`config.mk`:
```
export PLATFORM = sky130hd
export DESIGN_NAME = crfr_decode
export DESIGN_NICKNAME = d
export VERILOG_FILES = /design/src/sv/crfr_pkg.sv /design/src/sv/crfr_decode.sv
export SDC_FILE = /design/constraint.sdc
export NUM_CORES = 1
export LEC_CHECK = 0
export ABC_AREA = 1
export BUFFER_PORTS_ARGS = -buffer_cell sky130_fd_sc_hd__buf_2
export CAP_MARGIN = 20
export CELL_PAD_IN_SITES_DETAIL_PLACEMENT = 2
export CELL_PAD_IN_SITES_GLOBAL_PLACEMENT = 2
export CORE_AREA = 2 2 335 337
export DETAILED_ROUTE_END_ITERATION = 7
export DIE_AREA = 0 0 337 339
export PLACE_DENSITY_LB_ADDON = 0.1
export SLEW_MARGIN = 20
export SYNTH_ARGS = -nofsm -noshare
export SYNTH_HDL_FRONTEND = slang
export SYNTH_SLANG_ARGS = --single-unit
```
`constraint.sdc`:
```
create_clock -name clk_i -period 1.57 [get_ports clk_i]
set_clock_uncertainty 0.1 [all_clocks]
set_input_delay 0.157 -clock clk_i [delete_from_list [all_inputs] [get_ports clk_i]]
set_output_delay 0.157 -clock clk_i [all_outputs]
set_load 0.01 [all_outputs]
```
`src/sv/crfr_pkg.sv`:
```
package crfr_pkg;

  localparam int unsigned BIND_BIT       = 63;
  localparam int unsigned HIGH_SHIFT     = 56;
  localparam int unsigned NEXT_STRIDE_SH = 2;
  localparam int unsigned ORDINAL_W      = 24;
  localparam int unsigned TARGET_W       = 36;
  localparam int unsigned NEXT_LSB       = 51;
  localparam int unsigned NEXT_W         = 12;
  localparam int unsigned ENTRY_IDX_W    = 10;
  localparam int unsigned STRIDE_W       = 13;
  localparam int unsigned COUNT_W        = 11;
  localparam int unsigned STUB_OFF_W     = 25;
  localparam int unsigned CFG_IDX_W      = 3;

  typedef enum logic {
    OP_LOAD    = 1'b0,
    OP_RESOLVE = 1'b1
  } op_e;

  typedef enum logic [CFG_IDX_W-1:0] {
    REG_FORMAT_IS_OFFSET = 3'd0,
    REG_PREFERRED_BASE   = 3'd1,
    REG_LOAD_SLIDE       = 3'd2,
    REG_STUB_REGION_BASE = 3'd3,
    REG_STUB_STRIDE      = 3'd4,
    REG_IMPORT_COUNT     = 3'd5,
    REG_MAPPED_LOW       = 3'd6,
    REG_MAPPED_HIGH      = 3'd7
  } cfg_reg_e;

  typedef struct packed {
    logic                format_is_offset;
    logic [63:0]         preferred_base;
    logic [63:0]         load_slide;
    logic [63:0]         stub_region_base;
    logic [STRIDE_W-1:0] stub_stride;
    logic [COUNT_W-1:0]  import_count;
    logic [63:0]         mapped_low;
    logic [63:0]         mapped_high;
  } cfg_t;

  // One import table entry as kept in the memory.
  typedef struct packed {
    logic [63:0] native;
    logic        present;
    logic        is_code;
  } entry_t;

  // Everything the resolve stage needs of one decoded fixup word.
  typedef struct packed {
    logic                  out_of_window;
    logic                  is_bind;
    logic                  ordinal_ok;
    logic [ORDINAL_W-1:0]  ordinal;
    logic [7:0]            addend;
    logic [STUB_OFF_W-1:0] stub_offset;
    logic [63:0]           rebase_base;
    logic [TARGET_W-1:0]   target;
    logic [7:0]            high_byte;
    logic                  next_zero;
    logic [63:0]           next_address;
    logic [63:0]           raw_word;
    logic [63:0]           word_address;
  } dec_t;

endpackage

```
`src/sv/crfr_decode.sv`:
```
module crfr_decode #(
  parameter int unsigned IMPORT_DEPTH = 1024,
  parameter int unsigned AW           = 10
) (
  input  logic           clk_i,
  input  logic           rst_ni,
  input  logic           resolve_i,
  input  logic [63:0]    word_address_i,
  input  logic [63:0]    raw_word_i,
  input  crfr_pkg::cfg_t cfg_i,
  output logic           rd_en_o,
  output logic [AW-1:0]  rd_addr_o,
  output logic           dec_valid_o,
  output crfr_pkg::dec_t dec_o
);
  import crfr_pkg::*;

  localparam logic [ORDINAL_W:0] DepthLimit = (ORDINAL_W + 1)'(IMPORT_DEPTH);

  logic [NEXT_W-1:0]    next_field;
  logic [ORDINAL_W-1:0] ordinal;
  logic [7:0]           addend;
  logic [23:0]          stub_prod;
  logic                 valid_q;
  dec_t                 dec_d;
  dec_t                 dec_q;

  assign next_field = raw_word_i[NEXT_LSB +: NEXT_W];
  assign ordinal    = raw_word_i[ORDINAL_W-1:0];
  assign addend     = raw_word_i[31:24];

  // A valid ordinal is below the import count, so eleven bits suffice here.
  assign stub_prod = 24'(ordinal[COUNT_W-1:0]) * 24'(cfg_i.stub_stride);

  always_comb begin
    dec_d = '0;
    dec_d.out_of_window = (word_address_i < cfg_i.mapped_low) ||
                          (word_address_i > cfg_i.mapped_high);
    dec_d.is_bind       = raw_word_i[BIND_BIT];
    dec_d.ordinal_ok    = (ordinal < ORDINAL_W'(cfg_i.import_count)) &&
                          ({1'b0, ordinal} < DepthLimit);
    dec_d.ordinal       = ordinal;
    dec_d.addend        = addend;
    dec_d.stub_offset   = STUB_OFF_W'(stub_prod) + STUB_OFF_W'(addend);
    dec_d.rebase_base   = cfg_i.format_is_offset ?
                          (cfg_i.preferred_base + cfg_i.load_slide) : cfg_i.load_slide;
    dec_d.target        = raw_word_i[TARGET_W-1:0];
    dec_d.high_byte     = raw_word_i[TARGET_W +: 8];
    dec_d.next_zero     = (next_field == '0);
    dec_d.next_address  = word_address_i +
                          64'({next_field, {NEXT_STRIDE_SH{1'b0}}});
    dec_d.raw_word      = raw_word_i;
    dec_d.word_address  = word_address_i;
  end

  assign rd_en_o   = resolve_i;
  assign rd_addr_o = AW'(ordinal);

  always_ff @(posedge clk_i or negedge rst_ni) begin
    if (!rst_ni) begin
      valid_q <= 1'b0;
    end else begin
      valid_q <= resolve_i;
    end
  end

  always_ff @(posedge clk_i) begin
    if (resolve_i) begin
      dec_q <= dec_d;
    end
  end

  assign dec_valid_o = valid_q;
  assign dec_o       = dec_q;

endmodule

```
== Yosys cells after proc, flatten, opt, wreduce, memory -nomap -nowiden ==
Index checks and enable logic that the tools add are counted.

* Register bits: 362
* Input bits: 476
* Logic and storage cells: 26

* $add $sub $neg: 3
* Multiply operators: 1
* Order comparisons: 4
* Muxes and demuxes: 1
* Reduce and logical (&&, ||, !) cells: 3

{| class="wikitable"
|+ Operators by type and width
! operator !! number
|-
| $add 64x14->64 || 1
|-
| $add 64x64->64 || 1
|-
| $gt 64x64->1 || 1
|-
| $lt 64x64->1 || 1
|-
| $mux 64 || 1
|-
| $add 24x8->25 || 1
|-
| $lt 24x11->1 || 1
|-
| $lt 24x11->1 const B || 1
|-
| $mul 11x13->24 || 1
|-
| $logic_not 12->1 || 1
|-
| $logic_and 1x1->1 || 1
|-
| $logic_or 1x1->1 || 1
|}

== Longest topological paths before layout ==
Gate-level depths: netlist of the first run.

* Depth after elaboration: 2
* Depth in mapped cells: 21
* Depth with buffers taken out: 20

== Worst setup path before layout of the first run ==
OpenSTA, ideal clock, no wires.

* Path kind: input -> register
* From: input port cfg_i[139] (netlist bit)
* To: register dec_q (netlist bit dec_o[320]), data pin
* Arrival: 4393 ps
* Setup slack: -3186 ps
* Stages: 18
* Buffers on the path: 1
* Path through: clkbuf_1 > nand2_1 > fa_1 > fa_1 > inv_1 > fa_1 > fa_1 > inv_1 > fa_1 > inv_1 > ha_1 > a21oi_1 > o21ai_0 > nand2_1 > nand2_1 > a21oi_1 > o21bai_1 > xor2_1

{| class="wikitable"
|+ RTL lines
! element !! RTL line !! text
|-
| from (decl) || crfr_decode.sv:10 || <nowiki>input crfr_pkg::cfg_t cfg_i,</nowiki>
|-
| to (signal assigned) || crfr_decode.sv:69 || <nowiki>dec_q <= dec_d;</nowiki>
|-
| to (decl) || crfr_decode.sv:26 || <nowiki>dec_t dec_q;</nowiki>
|}

==> flow_summary.ini, run 1 <==
[timing]
finalWorstSetupSlack_ns = -2.55
tns_ns = -74.45
period_minus_slack_ns = 4.12
rsz0062_at_grt = true
setup_violations = 81
fin_crit_sh_pct = 263
fmax_ghz = 0.242
slew_headroom_pct = 74.3
finalHoldViolations = 0
slew_violations = 0
worst_slew_pin_slew_ns = 0.385

[critical_path]
critical_path_class = input port to flip-flop
cp.required_ns = 1.83
worstPathArrival_ns = 4.38
worstSetupStartpointType = input port
crit_fanout = 4
critPathCaptureType = flip-flop

[route]
drt-total-wl_um = 151000
detail-route-antenna-nets = 0
vias = 29792
route.detailed.drc = 0
drtIter0Drc = 995
firstDrtPassIters = 5
vias_per_cell = 4.49
wl_per_cell_um = 22.8

[min_path]
worstHoldPathCells = 3
hp-start = raw_word_i[8]
hold_end = dec_o[72]$_DFFE_PP_
hp-class = input port to flip-flop

[synthesis]
synth_flop_cell = edfxtp_1
ys_seq_area_share_pct = 31.6
yosysTopAreaCell = edfxtp_1
synth_top_cells_by_count = 1089 x nand2_1, 771 x inv_1, 282 x edfxtp_1, 282 x ha_1, 216 x nor2_1
synth_nets = 4409
synth_top_area_share_pct = 31.5
synthDistinctLibCells = 45
syn_area_um2 = 26900
synth-edff-count = 282
async_flop_share_pct = 0.353
synth_most_common_cell = nand2_1
yosys_warnings = 0
syn_inst = 3542
synth-seq-cells = 283
avgSynthCellArea_um2 = 7.58
synthTopCellsByArea = edfxtp_1 32%, nand2_1 15%, ha_1 13%

[floorplan]
fp.dieH_um = 339
core_um2 = 110000
die_area_um2 = 114000
io_pins = 849
die_w_um = 337
start_util_pct = 24.3
num_rows = 122

[global_routing]
overflow = 0
grt_pass1_vias = 32728
grt_max_degree = 42
grt.total_usage_pct = 25.4
antenna_found_initial = 43
grt_pass1_wl_um = 215000

[power]
p_leak_nw = 22.9
seqPwrFrac_pct = 21.1
intPower_mw = 28.5
power_frac_clock_pct = 17.5
p_comb_share_pct = 61.4
p_per_area_nw_per_um2 = 1090
power.share.switching_pct = 41.8
p_sw_mw = 20.4
irDropWorstVdd_uv = 1310

[flow_run]
cap_violations = 0

[final_layout]
postLayoutCoreUtil_pct = 40.8
fin_area_um2 = 45000
nFillCells = 12543
syn_to_final_growth_pct = 67.6
final_cell_count_no_fill = 6633
drive_gt1_share_pct = 43.8
final_nets = 5965

[clocking]
cts.sinks = 283
cts_tree = done
cts-root-buf = clkbuf_16
clockBufferDepth = 3
path_clk_slew_ns = 0.06
htreeDepth = 2
numCtsBuffers = 39

[placement]
dpl.cell_count = 6267
pre_cts_ws_ns = -3.23
hpwl_um = 124000
detailed_place.area_um2 = 38400
routabilityCongestion = 0.861
placement.io_buffers = 784

[outcome]
violations = setup timing
outcome = finished with violations
-- power by group through the flow --
stage / clock network [mW] / registers [mW] / logic, mW
4_1_cts: 8.83 / 10.4 / 27.8
2_1_floorplan: 0 / 10.8 / 14.1
3_5_place_dp: 0 / 10.5 / 25.4
6_report: 8.57 / 10.3 / 30.1
5_1_grt: 9.10 / 10.4 / 32.8
3_3_place_gp: 0 / 10.5 / 24.7
-- registers in the layout, indices dropped and copies added (netlist names) --
name and count:
dec_o 282, dec_valid_o 1
-- cell families after synthesis --
group | Yosys count | share of synthesized area [%]
compound gates | 255 | 5.12
xor+xnor | 105 | 3.42
fa+ha+maj | 391 | 21.3
buf+inv | 904 | 13.9
flops | 283 | 31.6
simple gates | 1604 | 24.7
-- cell usage in the layout (no fill, tap or decap), types with 45 or more instances in the layout --
master / n
inv_2: 56
nor2_2: 63
ha_1: 177
nor2_1: 114
inv_1: 717
a21oi_1: 73
buf_2: 735
fa_1: 93
nand3_1: 85
o21ai_0: 47
nand2_2: 170
buf_6: 57
nand2_4: 69
nand2_1: 854
nor2_4: 47
buf_4: 604
xor2_1: 47
a21oi_2: 50
nand4_1: 45
dlygate4sd3_1: 202
edfxtp_1: 282
ha_4: 103
-- routing by layer --
layer  track usage [%]  wire length (um)  vias to the layer above
met4              7.19              4350                       18
met5                 0               112                        -
met3              3.90              6210                      170
li1                  -                 -                    14132
met2              47.6             79800                      636
met1              29.5             60700                    14836
-- critical path, cell delays in order --
cell and delay (ns):
buf_8 0.11, buf_12 0.11, nand2_4 0.04, inv_2 0.03
fa_1 0.51, inv_2 0.04, fa_1 0.53, inv_2 0.06
fa_2 0.39, fa_1 0.55, inv_2 0.05, fa_1 0.55
inv_2 0.05, ha_4 0.24, a21o_1 0.21, a31oi_1 0.23
nand3_2 0.18, nand3_2 0.10, nand3b_1 0.08, xor2_1 0.16
-- layout make-up --
| cell class | count | area [um^2] | share of cell area, % |
|---|---|---|---|
| Tap cell | 1488 | 1860 | 4.13 |
| Inverter | 776 | 2920 | 6.48 |
| Timing Repair Buffer | 1643 | 11600 | 25.8 |
| Multi-Input combinational cell | 2355 | 18900 | 42.0 |
| Antenna cell | 19 | 47.5 | 0.106 |
| Clock inverter | 24 | 150 | 0.333 |
| Clock buffer | 45 | 998 | 2.22 |
| Sequential cell | 283 | 8490 | 18.9 |
-- what timing repair did --
action                                 CTS  global route
endpoints found under the hold margin  223             9
resized for setup                      171           532
gates cloned                             1             0
pin swaps                               86           232
setup endpoints to repair               81           147
setup buffers                           30            47
hold buffers                           204             8
-- metrics by stage --
stage	power (mW)	hold WS (ns)
floorplan	24.9	-0.239
global placement	35.2	-0.167
detailed placement	35.9	-0.167
CTS	47.0	-0.0303
global route	52.3	-0.000507
finish	49.0	0.0154
-- worst max path at each step --
| stage | endpoint | slack (ns) | start | cells after the start |
|---|---|---|---|---|
| final | dec_o[323]$_DFFE_PP_ | -2.55 | cfg_i[142] | 20 |
| after global routing | dec_o[323]$_DFFE_PP_ | -2.73 | cfg_i[142] | 20 |
| after floorplan | dec_o[321]$_DFFE_PP_ | -2.76 | raw_word_i[6] | 18 |
| after detailed placement | dec_o[323]$_DFFE_PP_ | -3.23 | cfg_i[144] | 19 |
| after CTS | dec_o[325]$_DFFE_PP_ | -2.50 | raw_word_i[2] | 20 |
| after global placement | dec_o[323]$_DFFE_PP_ | -3.20 | cfg_i[144] | 19 |
(Power assumes the default switching activity.)
==> run 2, diff against run 1 <==
==> constraint.sdc (replaced) <==
create_clock -name clk_i -period 1.57 [get_ports clk_i]
set_clock_uncertainty 0.1 [all_clocks]
set_input_delay 0 -clock clk_i [delete_from_list [all_inputs] [get_ports clk_i]]
set_output_delay 0 -clock clk_i [all_outputs]
set_load 0.01 [all_outputs]
==> run 2 against run 1 <==
The run ends with hold timing, setup timing left. Combinational power up 5%. Worst setup slack better by 0.18 ns. Power rose by 5.3%. First-iteration DRC count increased by 14%. Final area fell by 2.1%. Sequential power hardly changed. Maximum frequency rose by 4.7%. Clock power grew 12%. Critical path type unchanged. Critical endpoint is now dec_o[324]$_DFFE_PP_. Largest cell class unchanged.
==> flow_summary.ini, run 2 (synthesized netlist as in run 1, its figures left out) <==
[clocking]
path_clk_slew_ns = 0.07
htreeDepth = 2
cts.sinks = 283
cts_tree = done
cts-root-buf = clkbuf_16
clockBufferDepth = 3
numCtsBuffers = 41

[global_routing]
grt_max_degree = 55
grt.total_usage_pct = 26.2
overflow = 0
grt_pass1_wl_um = 219000
use_met3_pct = 5.35
antenna_found_initial = 37
grt_use_met2_pct = 48.1
use_met1_pct = 30.9
grt_pass1_vias = 32984
top_usage_layer = met2

[placement]
placement.io_buffers = 784
hpwl_um = 124000
routabilityCongestion = 0.851
detailed_place.area_um2 = 37300

[timing]
rsz0062_at_grt = true
slew_violations = 0
finalWorstSetupSlack_ns = -2.37
worst_slew_pin_slew_ns = 0.501
finalHoldViolations = 6
period_minus_slack_ns = 3.94
fin_crit_sh_pct = 251
setup_violations = 118
fmax_ghz = 0.254
slew_headroom_pct = 66.3
whs_ns = -0.0712

[route]
vias_per_cell = 4.50
detail-route-antenna-nets = 0
route.detailed.drc = 0
drtIter0Drc = 1138
firstDrtPassIters = 7
wl_per_cell_um = 23.3
vias = 29861
drt-total-wl_um = 155000

[critical_path]
crit_fanout = 5
cpMostUsedCell = fa_1
critical_path_class = input port to flip-flop
critPathCaptureType = flip-flop
cpPeakStageDelay_ns = 0.57
cp_slowest_cell = fa_1
cp.required_ns = 1.92
worstPathArrival_ns = 4.29
crit_chain = buf_12, buf_12, nand2_4, fa_1, fa_1, inv_1, fa_1, fa_1, inv_2, fa_1, inv_2, ha_4, nand2_4, nor4_4, nand3_1, nand4_1, xor2_1
worstSetupStartpointType = input port

[floorplan]
start_util_pct = 24.3
die_area_um2 = 114000
io_pins = 849
core_um2 = 110000
num_rows = 122
fp.dieH_um = 339
die_w_um = 337

[final_layout]
fin_area_um2 = 44100
final_common_cell = nand2_1
final_nets = 5981
postLayoutCoreUtil_pct = 39.9
syn_to_final_growth_pct = 64.1
nFillCells = 12621
drive_gt1_share_pct = 39.5
mostFrequentLayoutCells = 927 x nand2_1, 757 x buf_2, 714 x inv_1, 548 x buf_4, 282 x edfxtp_1
largest_register_ff_count = 282

[min_path]
hp-class = input port to flip-flop
hold_end = dec_o[263]$_DFFE_PP_
worstHoldPathCells = 5
hp-start = cfg_i[306]

[power]
p_per_area_nw_per_um2 = 1170
irDropWorstVdd_uv = 1470
p_leak_nw = 22.6

[outcome]
outcome = finished with violations
violations = hold timing, setup timing

[flow_run]
cap_violations = 0
[run 2: changes by cell type in the layout (fill, tap and decap cells not counted), sizes merged]
cell          previous run  this run
clkinvlp                 1         3
dlymetal6s4s             0         3
bufinv                   0         3
buf                   1433      1391
clkinv                  18        19
dlymetal6s2s             1         0
bufbuf                   0         1
dlygate4sd3            202       256
inv                    781       779
diode                   19         8
[run 2: area by class of cell]
class,count,area [um^2],share of cell area [%]
repair buffers,1657,11900,26.9
inverters,776,2920,6.62
clock inverters,28,268,0.607
multi-input cells,2355,17600,40.0
diodes,8,20.0,0.0454
well taps,1488,1860,4.22
flip-flops and latches,283,8490,19.3
clock buffers,46,1040,2.37
[run 2: power breakdown]
group          internal, mW  switching [mW]  total (mW)
clock                  5.35            4.23        9.58
sequential             9.90           0.432        10.3
combinational          14.6            17.0        31.7
[run 2: worst max-delay path by stage]
stage | start | end | slack (ns) | cells past startpoint
floorplan | raw_word_i[6] | dec_o[321]$_DFFE_PP_ | -2.60 | 18
global placement | cfg_i[146] | dec_o[325]$_DFFE_PP_ | -3.02 | 18
detailed placement | cfg_i[146] | dec_o[323]$_DFFE_PP_ | -3.07 | 19
CTS | raw_word_i[6] | dec_o[323]$_DFFE_PP_ | -2.24 | 17
global route | raw_word_i[6] | dec_o[324]$_DFFE_PP_ | -2.50 | 18
finish | raw_word_i[2] | dec_o[324]$_DFFE_PP_ | -2.37 | 17
[run 2: worst max-delay path: cells and delay by family]
kind | cells | cell delay, ns
adder cells (fa/ha/maj) | 6 | 2.84
AND/OR/NAND/NOR | 5 | 0.84
XOR/XNOR | 1 | 0.20
buffers and inverters | 5 | 0.40
[run 2: per-layer routing]
layer | up-vias | routed length, um
li1 | 14170 | -
met1 | 14758 | 63300
met2 | 711 | 78800
met3 | 194 | 8330
met4 | 28 | 3980
met5 | - | 170
[run 2: metrics by stage]
stage          setup WS, ns  total power [mW]  TNS (ns)  std cells
4_1_cts               -2.24              48.5   -102.88       6595
3_5_place_dp          -3.07              35.5   -127.20       6246
3_3_place_gp          -3.02              35.0   -124.50       6246
6_report              -2.37              51.6    -75.94       6641
5_1_grt               -2.50              54.8    -86.89       6637
2_1_floorplan         -2.60              24.6    -49.74       3542
[run 2: what timing repair did]
action,4_1_cts,5_1_grt
hold endpoints to repair,539,67
gates resized for setup,206,411
setup buffers,22,33
pin swaps,65,105
endpoints found under the setup margin,59,146
hold buffers,253,61
gates cloned,2,0
==> run 3, diff against run 2 <==
--- a/config.mk
+++ b/config.mk
@@ -14,6 +14,7 @@
 export DETAILED_ROUTE_END_ITERATION = 7
 export DIE_AREA = 0 0 337 339
 export PLACE_DENSITY_LB_ADDON = 0.1
+export SKIP_CTS_REPAIR_TIMING = 1
 export SLEW_MARGIN = 20
 export SYNTH_ARGS = -nofsm -noshare
 export SYNTH_HDL_FRONTEND = slang
==> run 3 against run 2 <==
The run still ends with hold timing, setup timing left. Flip-flop and latch count unchanged. Utilization is 0.88 points lower. Clock power hardly changed. Worst hold slack got worse by 0.020 ns. Combinational power shrank 6%. Final cell count is 0.74% lower. Maximum frequency up 0.52%. Routed wire length fell by 2.0%. Critical path depth increased by 2. Power is 3.6% lower. Critical endpoint is now dec_o[323]$_DFFE_PP_. Highest routed layer unchanged.
==> flow_summary.ini, run 3 (synthesized netlist as in run 1, its figures left out) <==
[power]
p_per_area_nw_per_um2 = 1150
p_sw_mw = 20.7
power.share.switching_pct = 41.7
power_frac_clock_pct = 19.3
intPower_mw = 29.0
seqPwrFrac_pct = 20.8
p_comb_share_pct = 60.0
p_leak_nw = 22.2
irDropWorstVdd_uv = 1550

[floorplan]
io_pins = 849
core_um2 = 110000
die_area_um2 = 114000
fp.dieH_um = 339
die_w_um = 337
start_util_pct = 24.3
num_rows = 122

[timing]
fmax_ghz = 0.255
fin_crit_sh_pct = 250
rsz0062_at_grt = true
slew_headroom_pct = 65.5
period_minus_slack_ns = 3.92
worst_slew_pin_slew_ns = 0.516
tns_ns = -99.91
finalHoldViolations = 16
whs_ns = -0.0909
finalWorstSetupSlack_ns = -2.35
setup_violations = 140
slew_violations = 0

[route]
drtIter0Drc = 1063
route.detailed.drc = 0
vias = 29352
firstDrtPassIters = 5
wl_met3_um = 8630
vias_per_cell = 4.45
wl_per_cell_um = 23.0
wl_met1_um = 62500
drt-total-wl_um = 152000
wl_met2_um = 76200
detail-route-antenna-nets = 0
top_layer = met5

[outcome]
outcome = finished with violations
violations = hold timing, setup timing

[clocking]
path_clk_slew_ns = 0.06
cts-root-buf = clkbuf_16
cts.sinks = 283
clockBufferDepth = 3
htreeDepth = 2
cts_tree = done
numCtsBuffers = 41

[placement]
placement.io_buffers = 784
routabilityCongestion = 0.851
hpwl_um = 124000
detailed_place.area_um2 = 37300
pre_cts_ws_ns = -3.07

[global_routing]
grt_max_degree = 55
grt_pass1_wl_um = 202000
overflow = 0
grt.total_usage_pct = 24.2
grt_pass1_vias = 30618
antenna_found_initial = 33

[final_layout]
postLayoutCoreUtil_pct = 39.1
syn_to_final_growth_pct = 60.5
fin_area_um2 = 43100
final_nets = 5930
nFillCells = 12768
drive_gt1_share_pct = 38.0
final_common_cell = nand2_1
largest_register_ff_count = 282
mostFrequentLayoutCells = 949 x nand2_1, 758 x buf_2, 725 x inv_1, 545 x buf_4, 282 x edfxtp_1

[critical_path]
worstSetupStartpointType = input port
critical_path_class = input port to flip-flop
critPathCaptureType = flip-flop
worstPathArrival_ns = 4.19
cp.required_ns = 1.84
crit_fanout = 5

[flow_run]
cap_violations = 0

[min_path]
hp-class = input port to flip-flop
## run 3: power by group through the flow
stage	sequential [mW]	combinational [mW]	clock [mW]
final	10.3	29.8	9.58
after global routing	10.4	32.4	10.1
after CTS	10.3	25.3	9.86
after detailed placement	10.5	25.1	0
after global placement	10.5	24.5	0
after floorplan	10.8	13.8	0
## run 3: critical path, stage by stage
cell and delay [ns]:
buf_12 0.09, buf_12 0.14, buf_4 0.12, nand2_4 0.04, fa_1 0.51, fa_2 0.55, inv_2 0.04, fa_2 0.34
fa_1 0.55, inv_1 0.05, fa_1 0.49, inv_2 0.05, ha_4 0.26, a21o_1 0.23, a31oi_2 0.20, nand3_2 0.17
nand3_2 0.10, nand3b_1 0.09, xor2_1 0.15
## run 3: area by class of cell
type	count	area [um^2]	area share (%)
clock inverters	28	268	0.621
diodes	10	25.0	0.0580
inverters	776	2910	6.76
flip-flops and latches	283	8490	19.7
repair buffers	1606	11300	26.2
well taps	1488	1860	4.32
multi-input cells	2355	17200	40.0
clock buffers	46	1040	2.42
## run 3: final timing paths
check | slack [ns] | depth (start not counted) | start | to
max in group asynchronous | 1.12 | 3 | rst_ni | dec_valid_o$_DFF_PN0_
worst min-delay path | -0.09 | 4 | cfg_i[281] | dec_o[238]$_DFFE_PP_
min in group asynchronous | 0.14 | 3 | rst_ni | dec_valid_o$_DFF_PN0_
worst max-delay path | -2.35 | 19 | raw_word_i[2] | dec_o[323]$_DFFE_PP_
## run 3: stage by stage
| step | std cells | total power, mW |
|---|---|---|
| floorplan | 3542 | 24.6 |
| global placement | 6246 | 35.0 |
| detailed placement | 6246 | 35.5 |
| CTS | 6320 | 45.5 |
| global route | 6589 | 52.9 |
| finish | 6592 | 49.7 |
## run 3: per-layer routing
metal	global-route usage, %	vias to the layer above
li1	-	14078
met1	29.2	14385
met2	42.4	683
met3	5.73	184
met4	7.19	22
met5	0	-
