## config.mk

```make
export PLATFORM = sky130hd
export DESIGN_NAME = crfr_resolve
export DESIGN_NICKNAME = d
export VERILOG_FILES = /design/src/sv/crfr_pkg.sv /design/src/sv/crfr_resolve.sv
export SDC_FILE = /design/constraint.sdc
export NUM_CORES = 1
export LEC_CHECK = 0
export ABC_CLOCK_PERIOD_IN_PS = 800
export BUFFER_PORTS_ARGS = -buffer_cell sky130_fd_sc_hd__buf_4
export CAP_MARGIN = 20
export CORE_AREA = 2 2 251 253
export DETAILED_ROUTE_END_ITERATION = 10
export DIE_AREA = 0 0 253 255
export PLACE_DENSITY = 0.49
export SYNTH_ARGS = -nofsm -noshare
export SYNTH_HDL_FRONTEND = slang
export SYNTH_SLANG_ARGS = --single-unit
```

## constraint.sdc

```tcl
create_clock -name clk_i -period 0.8 [get_ports clk_i]
set_input_delay 0.16 -clock clk_i [delete_from_list [all_inputs] [get_ports clk_i]]
set_output_delay 0.16 -clock clk_i [all_outputs]
set_load 0.05 [all_outputs]
```

## src/sv/crfr_pkg.sv

```systemverilog
package crfr_pkg;

  localparam int unsigned BIND_BIT       = 63;
  localparam int unsigned HIGH_SHIFT     = 56;
  localparam int unsigned NEXT_STRIDE_SH = 2;
  localparam int unsigned ORDINAL_W      = 24;
  localparam int unsigned TARGET_W       = 36;
  localparam int unsigned NEXT_LSB       = 51;
  localparam int unsigned NEXT_W         = 12;
  localparam int unsigned ENTRY_IDX_W    = 10;
  localparam int unsigned STRIDE_W       = 13;
  localparam int unsigned COUNT_W        = 11;
  localparam int unsigned STUB_OFF_W     = 25;
  localparam int unsigned CFG_IDX_W      = 3;

  typedef enum logic {
    OP_LOAD    = 1'b0,
    OP_RESOLVE = 1'b1
  } op_e;

  typedef enum logic [CFG_IDX_W-1:0] {
    REG_FORMAT_IS_OFFSET = 3'd0,
    REG_PREFERRED_BASE   = 3'd1,
    REG_LOAD_SLIDE       = 3'd2,
    REG_STUB_REGION_BASE = 3'd3,
    REG_STUB_STRIDE      = 3'd4,
    REG_IMPORT_COUNT     = 3'd5,
    REG_MAPPED_LOW       = 3'd6,
    REG_MAPPED_HIGH      = 3'd7
  } cfg_reg_e;

  typedef struct packed {
    logic                format_is_offset;
    logic [63:0]         preferred_base;
    logic [63:0]         load_slide;
    logic [63:0]         stub_region_base;
    logic [STRIDE_W-1:0] stub_stride;
    logic [COUNT_W-1:0]  import_count;
    logic [63:0]         mapped_low;
    logic [63:0]         mapped_high;
  } cfg_t;

  // One import table entry as kept in the memory.
  typedef struct packed {
    logic [63:0] native;
    logic        present;
    logic        is_code;
  } entry_t;

  // Everything the resolve stage needs of one decoded fixup word.
  typedef struct packed {
    logic                  out_of_window;
    logic                  is_bind;
    logic                  ordinal_ok;
    logic [ORDINAL_W-1:0]  ordinal;
    logic [7:0]            addend;
    logic [STUB_OFF_W-1:0] stub_offset;
    logic [63:0]           rebase_base;
    logic [TARGET_W-1:0]   target;
    logic [7:0]            high_byte;
    logic                  next_zero;
    logic [63:0]           next_address;
    logic [63:0]           raw_word;
    logic [63:0]           word_address;
  } dec_t;

endpackage

```

## src/sv/crfr_resolve.sv

```systemverilog
module crfr_resolve (
  input  logic             clk_i,
  input  logic             rst_ni,
  input  logic             dec_valid_i,
  input  crfr_pkg::dec_t   dec_i,
  input  crfr_pkg::entry_t entry_i,
  input  logic [63:0]      stub_region_base_i,
  output logic             result_valid_o,
  output logic [63:0]      fixed_word_o,
  output logic [63:0]      next_address_o,
  output logic             chain_end_o,
  output logic             out_of_window_o,
  output logic             was_bind_o,
  output logic [23:0]      bound_ordinal_o,
  output logic             ordinal_valid_o
);
  import crfr_pkg::*;

  logic [63:0] native_sum;
  logic [63:0] stub_sum;
  logic [63:0] rebase_sum;
  logic [63:0] fixed_d;
  logic        bind_ok;

  logic        valid_q;
  logic [63:0] fixed_q;
  logic [63:0] next_q;
  logic        chain_end_q;
  logic        oow_q;
  logic        bind_q;
  logic [23:0] ordinal_q;
  logic        ordinal_valid_q;

  assign native_sum = entry_i.native + 64'(dec_i.addend);
  assign stub_sum   = stub_region_base_i + 64'(dec_i.stub_offset);
  assign rebase_sum = dec_i.rebase_base + 64'(dec_i.target);
  assign bind_ok    = !dec_i.out_of_window && dec_i.is_bind;

  always_comb begin
    if (dec_i.out_of_window) begin
      fixed_d = dec_i.raw_word;
    end else if (dec_i.is_bind) begin
      if (!dec_i.ordinal_ok) begin
        fixed_d = '0;
      end else if (entry_i.present && !entry_i.is_code) begin
        fixed_d = native_sum;
      end else begin
        fixed_d = stub_sum;
      end
    end else begin
      fixed_d = rebase_sum | {dec_i.high_byte, {HIGH_SHIFT{1'b0}}};
    end
  end

  always_ff @(posedge clk_i or negedge rst_ni) begin
    if (!rst_ni) begin
      valid_q <= 1'b0;
    end else begin
      valid_q <= dec_valid_i;
    end
  end

  always_ff @(posedge clk_i) begin
    if (dec_valid_i) begin
      fixed_q         <= fixed_d;
      next_q          <= dec_i.out_of_window ? dec_i.word_address : dec_i.next_address;
      chain_end_q     <= dec_i.out_of_window || dec_i.next_zero;
      oow_q           <= dec_i.out_of_window;
      bind_q          <= bind_ok;
      ordinal_q       <= bind_ok ? dec_i.ordinal : '0;
      ordinal_valid_q <= bind_ok && dec_i.ordinal_ok;
    end
  end

  assign result_valid_o  = valid_q;
  assign fixed_word_o    = fixed_q;
  assign next_address_o  = next_q;
  assign chain_end_o     = chain_end_q;
  assign out_of_window_o = oow_q;
  assign was_bind_o      = bind_q;
  assign bound_ordinal_o = ordinal_q;
  assign ordinal_valid_o = ordinal_valid_q;

endmodule

```

# Yosys cells after proc, flatten, opt, wreduce, memory -nomap -nowiden
# Cells that the tools add are included.
[classes]
n_addsub = 3
n_mux = 5
n_bitwise = 1
n_reduce_logical = 6
[op_table]
columns = ["operator", "count"]
rows = [
  ["$mux 64", 5],
  ["$add 64x25->64", 1],
  ["$add 64x36->64", 1],
  ["$add 64x8->64", 1],
  ["$or 64x64->64", 1],
  ["$logic_and 1x1->1", 3],
  ["$logic_not 1->1", 2],
  ["$logic_or 1x1->1", 1],
]
[totals]
ff_bits = 157
inputBits = 494
out_inout_bits = 157
wordCells = 23

# Depth between registers and ports, before layout
# Gate-level depths: netlist of run 1.
[depth]
word_depth = 6
depth_mapped = 13
mapped_depth_nobuf = 12

# Worst setup path before layout of run 1
# OpenSTA, ideal clock, no wires.
[synth_timing]
path_kind = "input -> register"
start = "input port dec_i[218] (netlist name)"
end = "register fixed_q[46] (netlist: fixed_word_o[46]), data pin"
setup_ns = 0.261
arrival_ns = 2.622
required_ns = 0.539
slack_ns = -2.083
path_stages = 11
n_path_buf = 1
cell_sequence = "ha_1 > and3_1 > buf_2 > nand4_1 > or3_1 > a211oi_1 > o21ai_1 > a21oi_2 > nand4_1 > xnor2_1 > a221o_1"
[synth_between]
elab_chain_cells = 4
[synth_lines]
columns = ["item", "line", "text"]
rows = [
  ["from (decl)", "crfr_resolve.sv:5", "input crfr_pkg::dec_t dec_i,"],
  ["$add 64x36->64", "crfr_resolve.sv:36", "assign rebase_sum = dec_i.rebase_base + 64'(dec_i.target);"],
  ["$or 64x64->64", "crfr_resolve.sv:51", "fixed_d = rebase_sum | {dec_i.high_byte, {HIGH_SHIFT{1'b0}}};"],
  ["$mux 64", "crfr_resolve.sv:42", "end else if (dec_i.is_bind) begin"],
  ["$mux 64", "crfr_resolve.sv:40", "if (dec_i.out_of_window) begin"],
  ["named net fixed_d[46]", "crfr_resolve.sv:22", "logic [63:0] fixed_d;"],
  ["to (signal assigned)", "crfr_resolve.sv:65", "fixed_q <= fixed_d;"],
  ["to (decl)", "crfr_resolve.sv:26", "logic [63:0] fixed_q;"],
]
# The timed path passes the listed nets, and every way through them passes these cells.
# A chain may end at the register's enable or synchronous reset.

# Final worst setup path of run 1
[layout_timing]
start = "input port dec_i[202] (netlist name)"
end = "register fixed_q[59] (netlist: fixed_word_o[59]), data pin"
# Same word-level chain as after synthesis.

==> results of run 1 <==
[sequential cells by signal, summed over array words and instances, names as in the netlist]
| name | flops |
|---|---|
| ordinal_valid_o | 1 |
| chain_end_o | 1 |
| bound_ordinal_o | 24 |
| result_valid_o | 1 |
| fixed_word_o | 64 |
| was_bind_o | 1 |
| out_of_window_o | 1 |
| next_address_o | 64 |
[worst max-delay path by stage]
stage / endpoint / start / depth (start not counted)
4_1_cts: fixed_word_o[59] / dec_i[202] / 12
3_5_place_dp: fixed_word_o[45] / dec_i[202] / 13
5_1_grt: fixed_word_o[57] / dec_i[238] / 14
2_1_floorplan: fixed_word_o[59] / dec_i[238] / 11
3_3_place_gp: fixed_word_o[45] / dec_i[202] / 13
6_report: fixed_word_o[59] / dec_i[202] / 12
[final cells by class]
| class | count | area (µm²) | share of cell area, % |
|---|---|---|---|
| Multi-Input combinational cell | 1201 | 10800 | 36.9 |
| Antenna cell | 1 | 2.50 | 0.00854 |
| Tap cell | 799 | 1000 | 3.41 |
| Sequential cell | 157 | 4710 | 16.1 |
| Timing Repair Buffer | 1363 | 12000 | 41.0 |
| Clock inverter | 14 | 198 | 0.675 |
| Clock buffer | 17 | 425 | 1.45 |
| Inverter | 35 | 141 | 0.482 |
[what timing repair did]
action,in CTS,in global routing
hold buffers,124,1
resized for setup,459,169
endpoints found under the setup margin,250,276
pin swaps,174,155
hold endpoints to repair,144,52
gates cloned,8,0
buffers inserted,66,43
[kinds of logic after synthesis]
group	Yosys count
buffers and inverters	94
AND/OR/NAND/NOR	479
adder cells (fa/ha/maj)	72
flip-flops	157
AO/OA/AOI/OAI	414
XOR/XNOR	157
multiplexers	79
[stage by stage]
step	power [mW]	cell area (µm²)	hold slack [ns]	setup TNS, ns	instances
4_1_cts	38.3	28500	-0.0844	-164.66	3570
5_1_grt	40.3	29300	-0.0504	-173.34	3587
2_1_floorplan	18.1	14600	-0.136	-113.97	1452
6_report	38.8	29300	-0.0301	-164.24	3587
3_5_place_dp	26.2	24000	-0.0641	-197.90	3356
3_3_place_gp	26.2	24000	-0.0643	-195.09	3356
[per-layer routing]
layer / global-route usage [%] / up-vias
met3: 4.41 / 122
met2: 45.8 / 591
met1: 30.1 / 8482
met4: 10.8 / 4
li1: - / 8188
met5: 0 / -
[power groups by stage]
stage / combinational, mW / sequential [mW] / clock [mW]
2_1_floorplan: 4.91 / 13.2 / 0
3_3_place_gp: 15.6 / 10.5 / 0
3_5_place_dp: 15.7 / 10.5 / 0
4_1_cts: 18.3 / 10.5 / 9.55
5_1_grt: 20.1 / 10.5 / 9.75
6_report: 19.1 / 10.5 / 9.28
[Yosys cell counts, types with 17 or more instances]
library cell,instances
a211oi_1,25
ha_1,69
nor3_1,17
a21oi_1,102
xnor2_1,84
nand2_1,116
clkbuf_1,50
nand4_1,46
edfxtp_1,156
o211ai_1,23
a21o_1,30
nor2_1,87
and3_1,34
mux2_2,76
xor2_1,73
nand3_1,59
o21ai_0,85
a22oi_1,19
and2_1,40
inv_1,34
==> impl_metrics.tcl, run 1 <==
set metrics [dict create \
    wl_per_cell_um 23.9 \
    ir_drop_mv 1.66 \
    slowest_delay_ns 0.54 \
    seq_area_frac_synth_pct 34.9 \
    synthDistinctLibCells 78 \
    finalWorstSetupSlack_ns -1.75 \
    syn_nets 2018 \
    ys.flop_type "edfxtp_1" \
    internal_power_mw 24.3 \
    final_common_cell "buf_4" \
    leakage_nw 12.9 \
    route.met2.wl_mm 43.1 \
    worstHoldStart "dec_i[200]" \
    end_kind "register" \
    setup_violations 256 \
    first_pass_iters 5 \
    yosysWarnings 0 \
    synthAdderAreaFrac_pct 6.84 \
    clk_pin_slew_ns 0.08 \
    grt_pass1_wl_mm 119 \
    worst_hold_slack_ns -0.0301 \
    hold_end "fixed_word_o[63]" \
    top_layer "met5" \
    status "finished with violations" \
    cts_buffers 17 \
    die_area_mm2 0.0645 \
    netSwitchingFraction_pct 37.5 \
    synth_top_family_by_area "compound AO/OA/AOI/OAI gates" \
    yosys.area.top_type "edfxtp_1" \
    relSlewSlack_pct 38.1 \
    via_per_inst 4.85 \
    ios 651 \
    hold_depth 3 \
    clock-sinks 157 \
    antenna_found_initial 4 \
    clockRootBuffer "clkbuf_16" \
    synth_edf_count 156 \
    ctsLongestPathBuffers 2 \
    track_usage_pct 25.6 \
    p_sw_mw 14.6 \
    fillers 5798 \
    drt-total-wl_mm 85.7 \
    met1_length_mm 34.6 \
    p_comb_share_pct 49.1 \
    worst-setup-path-type "input port to register" \
    tightestPinTransition_ns 0.928 \
    path_cells "buf_8, ha_4, a211o_1, o211ai_1, buf_4, a31o_4, o221a_4, o311a_4, o21a_4, or4_4, a21oi_2, o211ai_1" \
    path_max_fanout 6 \
    cp_num_buf_inv 2 \
    vias 17400 \
    clockPowerShare_pct 23.9 \
    async_reset_ff_share_pct 0.637 \
    cts_tree "yes" \
    syn2layout_area_growth_pct 117 \
    post-place-ws_ns -2.59 \
    p_per_area_mw_per_mm2 1330 \
    start_kind "input port" \
    routabilityCongestion 0.920 \
    yosys-top-cells-area "edfxtp_1 (35%), ha_1 (6.4%), mux2_2 (6.3%), xnor2_1 (5.4%), xor2_1 (4.7%)" \
    synthMuxAreaShare_pct 6.56 \
    avgSynthCellArea_um2 9.30 \
    cp_slowest_cell "or4_4" \
    slew_violations 0 \
    die_w_um 253 \
    fp.dieH_um 255 \
    syn_inst 1452 \
    period_share_pct 319 \
    placement.io_buffers 650 \
    dp_hpwl_mm 68.9 \
    layout.nets 3341 \
    grt_pass1_vias 18200 \
    crit_top_cell "o211ai_1" \
    num_rows 92 \
    drt_iter0_drc 964 \
    drive_gt1_share_pct 59.6 \
    post-route-min-period_ns 2.55 \
    grt.overflow.total 0 \
    core_mm2 0.0622 \
    htreeDepth 4 \
    ys_ff_latch 157 \
    synth_simple_gate_area_share_pct 18.3 \
    violations "negative hold slack, negative setup slack" \
    syn_area_mm2 0.0135 \
    grt_max_degree 39 \
    layout_common_cells "buf_4 (953), buf_6 (257), edfxtp_1 (156)" \
    dr_wl_met3_mm 4.57 \
    hp-class "input port to register" \
    synth_compound_area_share_pct 20.6 \
    crit_arrival_ns 2.78 \
    synth_top_area_share_pct 34.7 \
    synth-xor-area-share_pct 10.2 \
    initial_utilization_pct 21.7 \
    cp.required_ns 1.03 \
    final_util_pct 47.1 \
    route.detailed.drc 0 \
    cp_top_family "compound AO/OA/AOI/OAI gates" \
    rsz0062_at_grt "true" \
    fmax_mhz 392 \
    finalHoldViolCount 37 \
    ant_nets 0 \
    seq_power_share_pct 27.0 \
    drv_cap 0 \
]
No activity file was read; power rests on OpenSTA's default activity.
==> run 2, diff against run 1 <==
ABC_AREA = 1   (was unset)
CORE_AREA = unset   (was 2 2 251 253)
CORE_UTILIZATION = 28   (was unset)
DIE_AREA = unset   (was 0 0 253 255)
PLACE_DENSITY = 0.56   (was 0.49)
==> impl_metrics.tcl, run 2 <==
set metrics [dict create \
    fmax_mhz 537 \
    fp.dieH_um 257 \
    cp_top_family "compound AO/OA/AOI/OAI gates" \
    period_share_pct 233 \
    routabilityCongestion 1.04 \
    seq_power_share_pct 24.5 \
    p_per_area_mw_per_mm2 1120 \
    leakage_nw 19.1 \
    register_area_mm2 0.00471 \
    first_pass_iters 8 \
    fillers 5942 \
    drt-total-wl_mm 118 \
    htreeDepth 4 \
    finalWorstSetupSlack_ns -1.06 \
    end_kind "register" \
    seq_area_frac_synth_pct 25.8 \
    placement.io_buffers 650 \
    grt_max_degree 45 \
    synth_top_area_share_pct 25.7 \
    worst-setup-path-type "input port to register" \
    clockRootBuffer "clkbuf_16" \
    setup_violations 262 \
    drive_gt1_share_pct 53.5 \
    slew_violations 0 \
    grt_pass1_wl_mm 167 \
    cp.required_ns 1.11 \
    num_rows 93 \
    cts_tree "yes" \
    post-route-min-period_ns 1.86 \
    ant_nets 0 \
    syn2layout_area_growth_pct 113 \
    final_util_pct 60.2 \
    multi_input_area_mm2 0.0166 \
    tightestPinTransition_ns 0.543 \
    die_area_mm2 0.0661 \
    status "finished with violations" \
    wl_per_cell_um 21.2 \
    ios 651 \
    crit_arrival_ns 2.18 \
    ir_drop_mv 1.32 \
    synth_top_cells_by_count "nand2_1 (1,250), inv_1 (469), nor2_1 (329), nand3_1 (238), a21oi_1 (180)" \
    via_per_inst 4.92 \
    cp_slowest_cell "fa_2" \
    synth_most_common_cell "nand2_1" \
    start_kind "input port" \
    avgSynthCellArea_um2 5.81 \
    relSlewSlack_pct 63.5 \
    clock-sinks 157 \
    layout.nets 5251 \
    internal_power_mw 25.4 \
    yosys.area.top_type "nand2_1" \
    synth_edf_count 156 \
    path_cells "buf_6, ha_4, fa_2, nand3_2, nand3_4, buf_4, nand2_4, nand2_4, buf_4, nand3_1, xor2_1, a21oi_1, o21ai_1, a21oi_1" \
    violations "negative setup slack" \
    initial_utilization_pct 28.3 \
    yosysWarnings 0 \
    ys_ff_latch 157 \
    syn_area_mm2 0.0182 \
    track_usage_pct 34.1 \
    core_mm2 0.0643 \
    vias 27300 \
    p_comb_share_pct 55.1 \
    clockPowerShare_pct 20.4 \
    async_reset_ff_share_pct 0.637 \
    syn_inst 3138 \
    route.detailed.drc 0 \
    drv_cap 0 \
    finalHoldViolCount 0 \
    ctsLongestPathBuffers 2 \
    synthDistinctLibCells 51 \
    path_max_fanout 5 \
    layout_common_cells "buf_4 (1,097), nand2_1 (851), inv_1 (405)" \
    grt_pass1_vias 26800 \
    antenna_found_initial 3 \
    finalPower_mw 43.5 \
    final_common_cell "buf_4" \
    p_sw_mw 18.1 \
    netSwitchingFraction_pct 41.6 \
    cp_num_buf_inv 3 \
    clk_pin_slew_ns 0.07 \
    hp-class "input port to register" \
    yosys-top-cells-area "nand2_1 (26%), edfxtp_1 (26%), inv_1 (9.7%), nor2_1 (6.8%), nand3_1 (6.5%)" \
    slowest_delay_ns 0.38 \
    drt_iter0_drc 2163 \
    cts_buffers 17 \
    syn_nets 3704 \
    rsz0062_at_grt "true" \
    die_w_um 257 \
    dp_hpwl_mm 96.4 \
    ys.flop_type "edfxtp_1" \
    finalSetupTns_ns -124.44 \
    grt.overflow.total 0 \
]
==> run 2: cell types whose count changed in the layout (fill, tap and decap cells not counted), sizes merged, moves of 43 or more <==
| cell | delta |
|---|---|
| nand2 | +1157 |
| nor2 | +262 |
| inv | +448 |
| nand3 | +188 |
| xnor2 | -72 |
| mux2 | -76 |
| xor2 | -43 |
| buf | +199 |
| a21oi | +79 |
==> run 2: cell type report <==
cell class / instances / share of cell area, %
Inverter: 484 / 4.85
Timing Repair inverter: 1 / 0.0226
Multi-Input combinational cell: 2442 / 42.9
Tap cell: 855 / 2.76
Antenna cell: 2 / 0.0129
Clock inverter: 14 / 0.446
Timing Repair Buffer: 1582 / 35.7
Clock buffer: 17 / 1.10
Sequential cell: 157 / 12.2
==> run 2: worst min-delay path, stage by stage <==
cell     delay, ns
buf_4         0.08
nor2_1        0.04
a21oi_2       0.09
==> run 2: layer usage <==
metal,wire (µm),vias to the layer above,track usage (%)
met5,22,-,0
met4,4740,4,12.3
met3,9990,210,6.69
met2,53400,1188,54.6
met1,49700,12900,45.4
li1,-,13000,-
==> run 2: kinds of logic after synthesis <==
| logic type | synth area share, % |
|---|---|
| XOR/XNOR | 2.02 |
| AND/OR/NAND/NOR | 47.9 |
| adder cells (fa/ha/maj) | 5.07 |
| AO/OA/AOI/OAI | 7.98 |
| buffers and inverters | 11.2 |
| flip-flops | 25.8 |
==> run 2: path summary, 6_finish.rpt <==
| path | startpoint | to | slack [ns] | cells after the start |
|---|---|---|---|---|
| max | entry_i[2] | fixed_word_o[40] | -1.06 | 14 |
| min | dec_i[102] | fixed_word_o[38] | 0.02 | 3 |
| max in group asynchronous | rst_ni | result_valid_o | 0.16 | 3 |
| min in group asynchronous | rst_ni | result_valid_o | 0.53 | 3 |
==> run 2: power by group through the flow <==
stage | logic, mW | registers, mW | clock network (mW)
after floorplan | 5.90 | 13.1 | 0
after global placement | 18.5 | 10.6 | 0
after detailed placement | 18.5 | 10.6 | 0
after CTS | 22.0 | 10.6 | 9.04
after global routing | 25.1 | 10.7 | 9.24
final | 24.0 | 10.7 | 8.87
==> run 2: timing repair <==
| action | CTS | global route |
|---|---|---|
| gates cloned | 4 | 0 |
| hold buffers | 137 | 0 |
| hold endpoints to repair | 93 | 0 |
| pin swaps | 341 | 398 |
| endpoints found under the setup margin | 244 | 262 |
| resized for setup | 895 | 504 |
| buffers inserted | 54 | 47 |
==> run 2: per-stage QoR <==
| stage | setup slack (ns) | cells | hold slack (ns) | area [µm²] |
|---|---|---|---|---|
| after global routing | -1.08 | 5553 | 0.00407 | 38700 |
| after CTS | -0.990 | 5513 | 0.000218 | 36600 |
| after global placement | -1.81 | 5302 | -0.0628 | 30800 |
| final | -1.06 | 5554 | 0.0160 | 38700 |
| after floorplan | -1.08 | 3138 | -0.136 | 19700 |
| after detailed placement | -1.76 | 5302 | -0.0587 | 30800 |
==> run 3, diff against run 2 <==
HOLD_SLACK_MARGIN = 0.03   (was unset)
==> impl_metrics.tcl, run 3 (synthesis gave the netlist of run 2 again) <==
set metrics [dict create \
    status "finished with violations" \
    violations "negative setup slack" \
    ir_drop_mv 1.34 \
    layout_common_cells "buf_4 (1,102), nand2_1 (846), inv_1 (404)" \
    initial_utilization_pct 28.3 \
    drt-total-wl_mm 118 \
    htreeDepth 4 \
    cp.required_ns 1.02 \
    crit_arrival_ns 2.08 \
    post-route-min-period_ns 1.86 \
    hp-class "input port to register" \
    layout.nets 5303 \
    die_area_mm2 0.0661 \
    worst_hold_slack_ns 0.0567 \
    routabilityCongestion 1.04 \
    final_util_pct 61.0 \
    route.detailed.drc 0 \
    clk_pin_slew_ns 0.07 \
    syn2layout_area_growth_pct 115 \
    drv_cap 0 \
    grt_pass1_wl_mm 168 \
    finalPower_mw 43.8 \
    grt_max_degree 45 \
    finalWorstSetupSlack_ns -1.06 \
    start_kind "input port" \
    p_per_area_mw_per_mm2 1120 \
    die_w_um 257 \
    slowest_delay_ns 0.38 \
    finalHoldViolCount 0 \
    leakage_nw 19.3 \
    antenna_found_initial 1 \
    tightestPinTransition_ns 0.506 \
    wl_per_cell_um 21.1 \
    path_cells "buf_6, ha_4, fa_2, nand3_2, nand3_4, buf_12, a21oi_4, buf_6, o21bai_4, xnor2_1, nand2_1, nand3_4, a21oi_2" \
    worst-setup-path-type "input port to register" \
    path_max_fanout 5 \
    cts_buffers 17 \
    ios 651 \
    period_share_pct 232 \
    num_rows 93 \
    slew_violations 0 \
    grt_pass1_vias 27000 \
    rsz0062_at_grt "true" \
    ctsLongestPathBuffers 2 \
    grt.overflow.total 0 \
    drive_gt1_share_pct 53.2 \
    track_usage_pct 34.4 \
    clock-sinks 157 \
    fp.dieH_um 257 \
    setup_violations 267 \
    vias 27700 \
    end_kind "register" \
    drt_iter0_drc 2128 \
    first_pass_iters 7 \
    finalSetupTns_ns -124.84 \
    cts_tree "yes" \
    clockRootBuffer "clkbuf_16" \
    ant_nets 0 \
    core_mm2 0.0643 \
    dp_hpwl_mm 96.4 \
    final_common_cell "buf_4" \
    fmax_mhz 538 \
    cp_slowest_cell "fa_2" \
    via_per_inst 4.95 \
    placement.io_buffers 650 \
    relSlewSlack_pct 66.0 \
]
-- run 3: changes by cell type in the layout (fill, tap and decap cells not counted), sizes merged --
cell / delta
dlygate4sd3: +46
buf: +6
clkinv: -1
inv: +1
-- run 3: critical path: cells and delay by family --
kind	cells	cell delay, ns
adders and majority gates	2	0.53
and+or+nand+nor	4	0.51
buffers and inverters	3	0.39
AOI/OAI and AO/OA	3	0.36
xor gates and xnor gates	1	0.13
-- run 3: metal layers --
layer / wire (µm) / vias up / track usage, %
li1: - / 13100 / -
met3: 10400 / 267 / 6.84
met1: 49500 / 13000 / 45.5
met5: 0 / - / 0
met2: 53300 / 1292 / 54.9
met4: 5220 / 0 / 12.5
-- run 3: path summary, 6_finish.rpt --
kind	startpoint	end	slack, ns	cells after the start
max	entry_i[2]	fixed_word_o[22]	-1.06	13
min	dec_i[66]	fixed_word_o[2]	0.06	3
max in group asynchronous	rst_ni	result_valid_o	0.17	3
min in group asynchronous	rst_ni	result_valid_o	0.53	3
-- run 3: cell type report --
class,instances,area [µm²]
tap,855,1070
sequential,157,4710
clock buffer,17,425
antenna,2,5.00
timing repair inverter,1,8.76
fill,5857,25100
clock inverter,14,173
multi-input combinational,2442,16600
timing repair buffer,1634,14300
inverter,484,1880
-- run 3: power by group --
group	switching [mW]	internal [mW]
Sequential	0.668	10.0
Combinational	13.4	10.9
Clock	4.18	4.70
Total	18.2	25.6
-- run 3: through the flow --
| step | cells | worst slack, ns | instance area, µm² |
|---|---|---|---|
| after floorplan | 3138 | -1.08 | 19700 |
| after global placement | 5302 | -1.81 | 30800 |
| after detailed placement | 5302 | -1.76 | 30800 |
| after CTS | 5559 | -0.990 | 37100 |
| after global routing | 5604 | -1.13 | 39300 |
| final | 5606 | -1.06 | 39300 |
-- run 3: timing repair --
action / in CTS / in global routing
pin swaps: 341 / 407
cloned: 4 / 0
endpoints found under the setup margin: 244 / 264
gates resized for setup: 895 / 510
hold buffers: 183 / 0
setup buffers: 54 / 54
endpoints found under the hold margin: 128 / 0
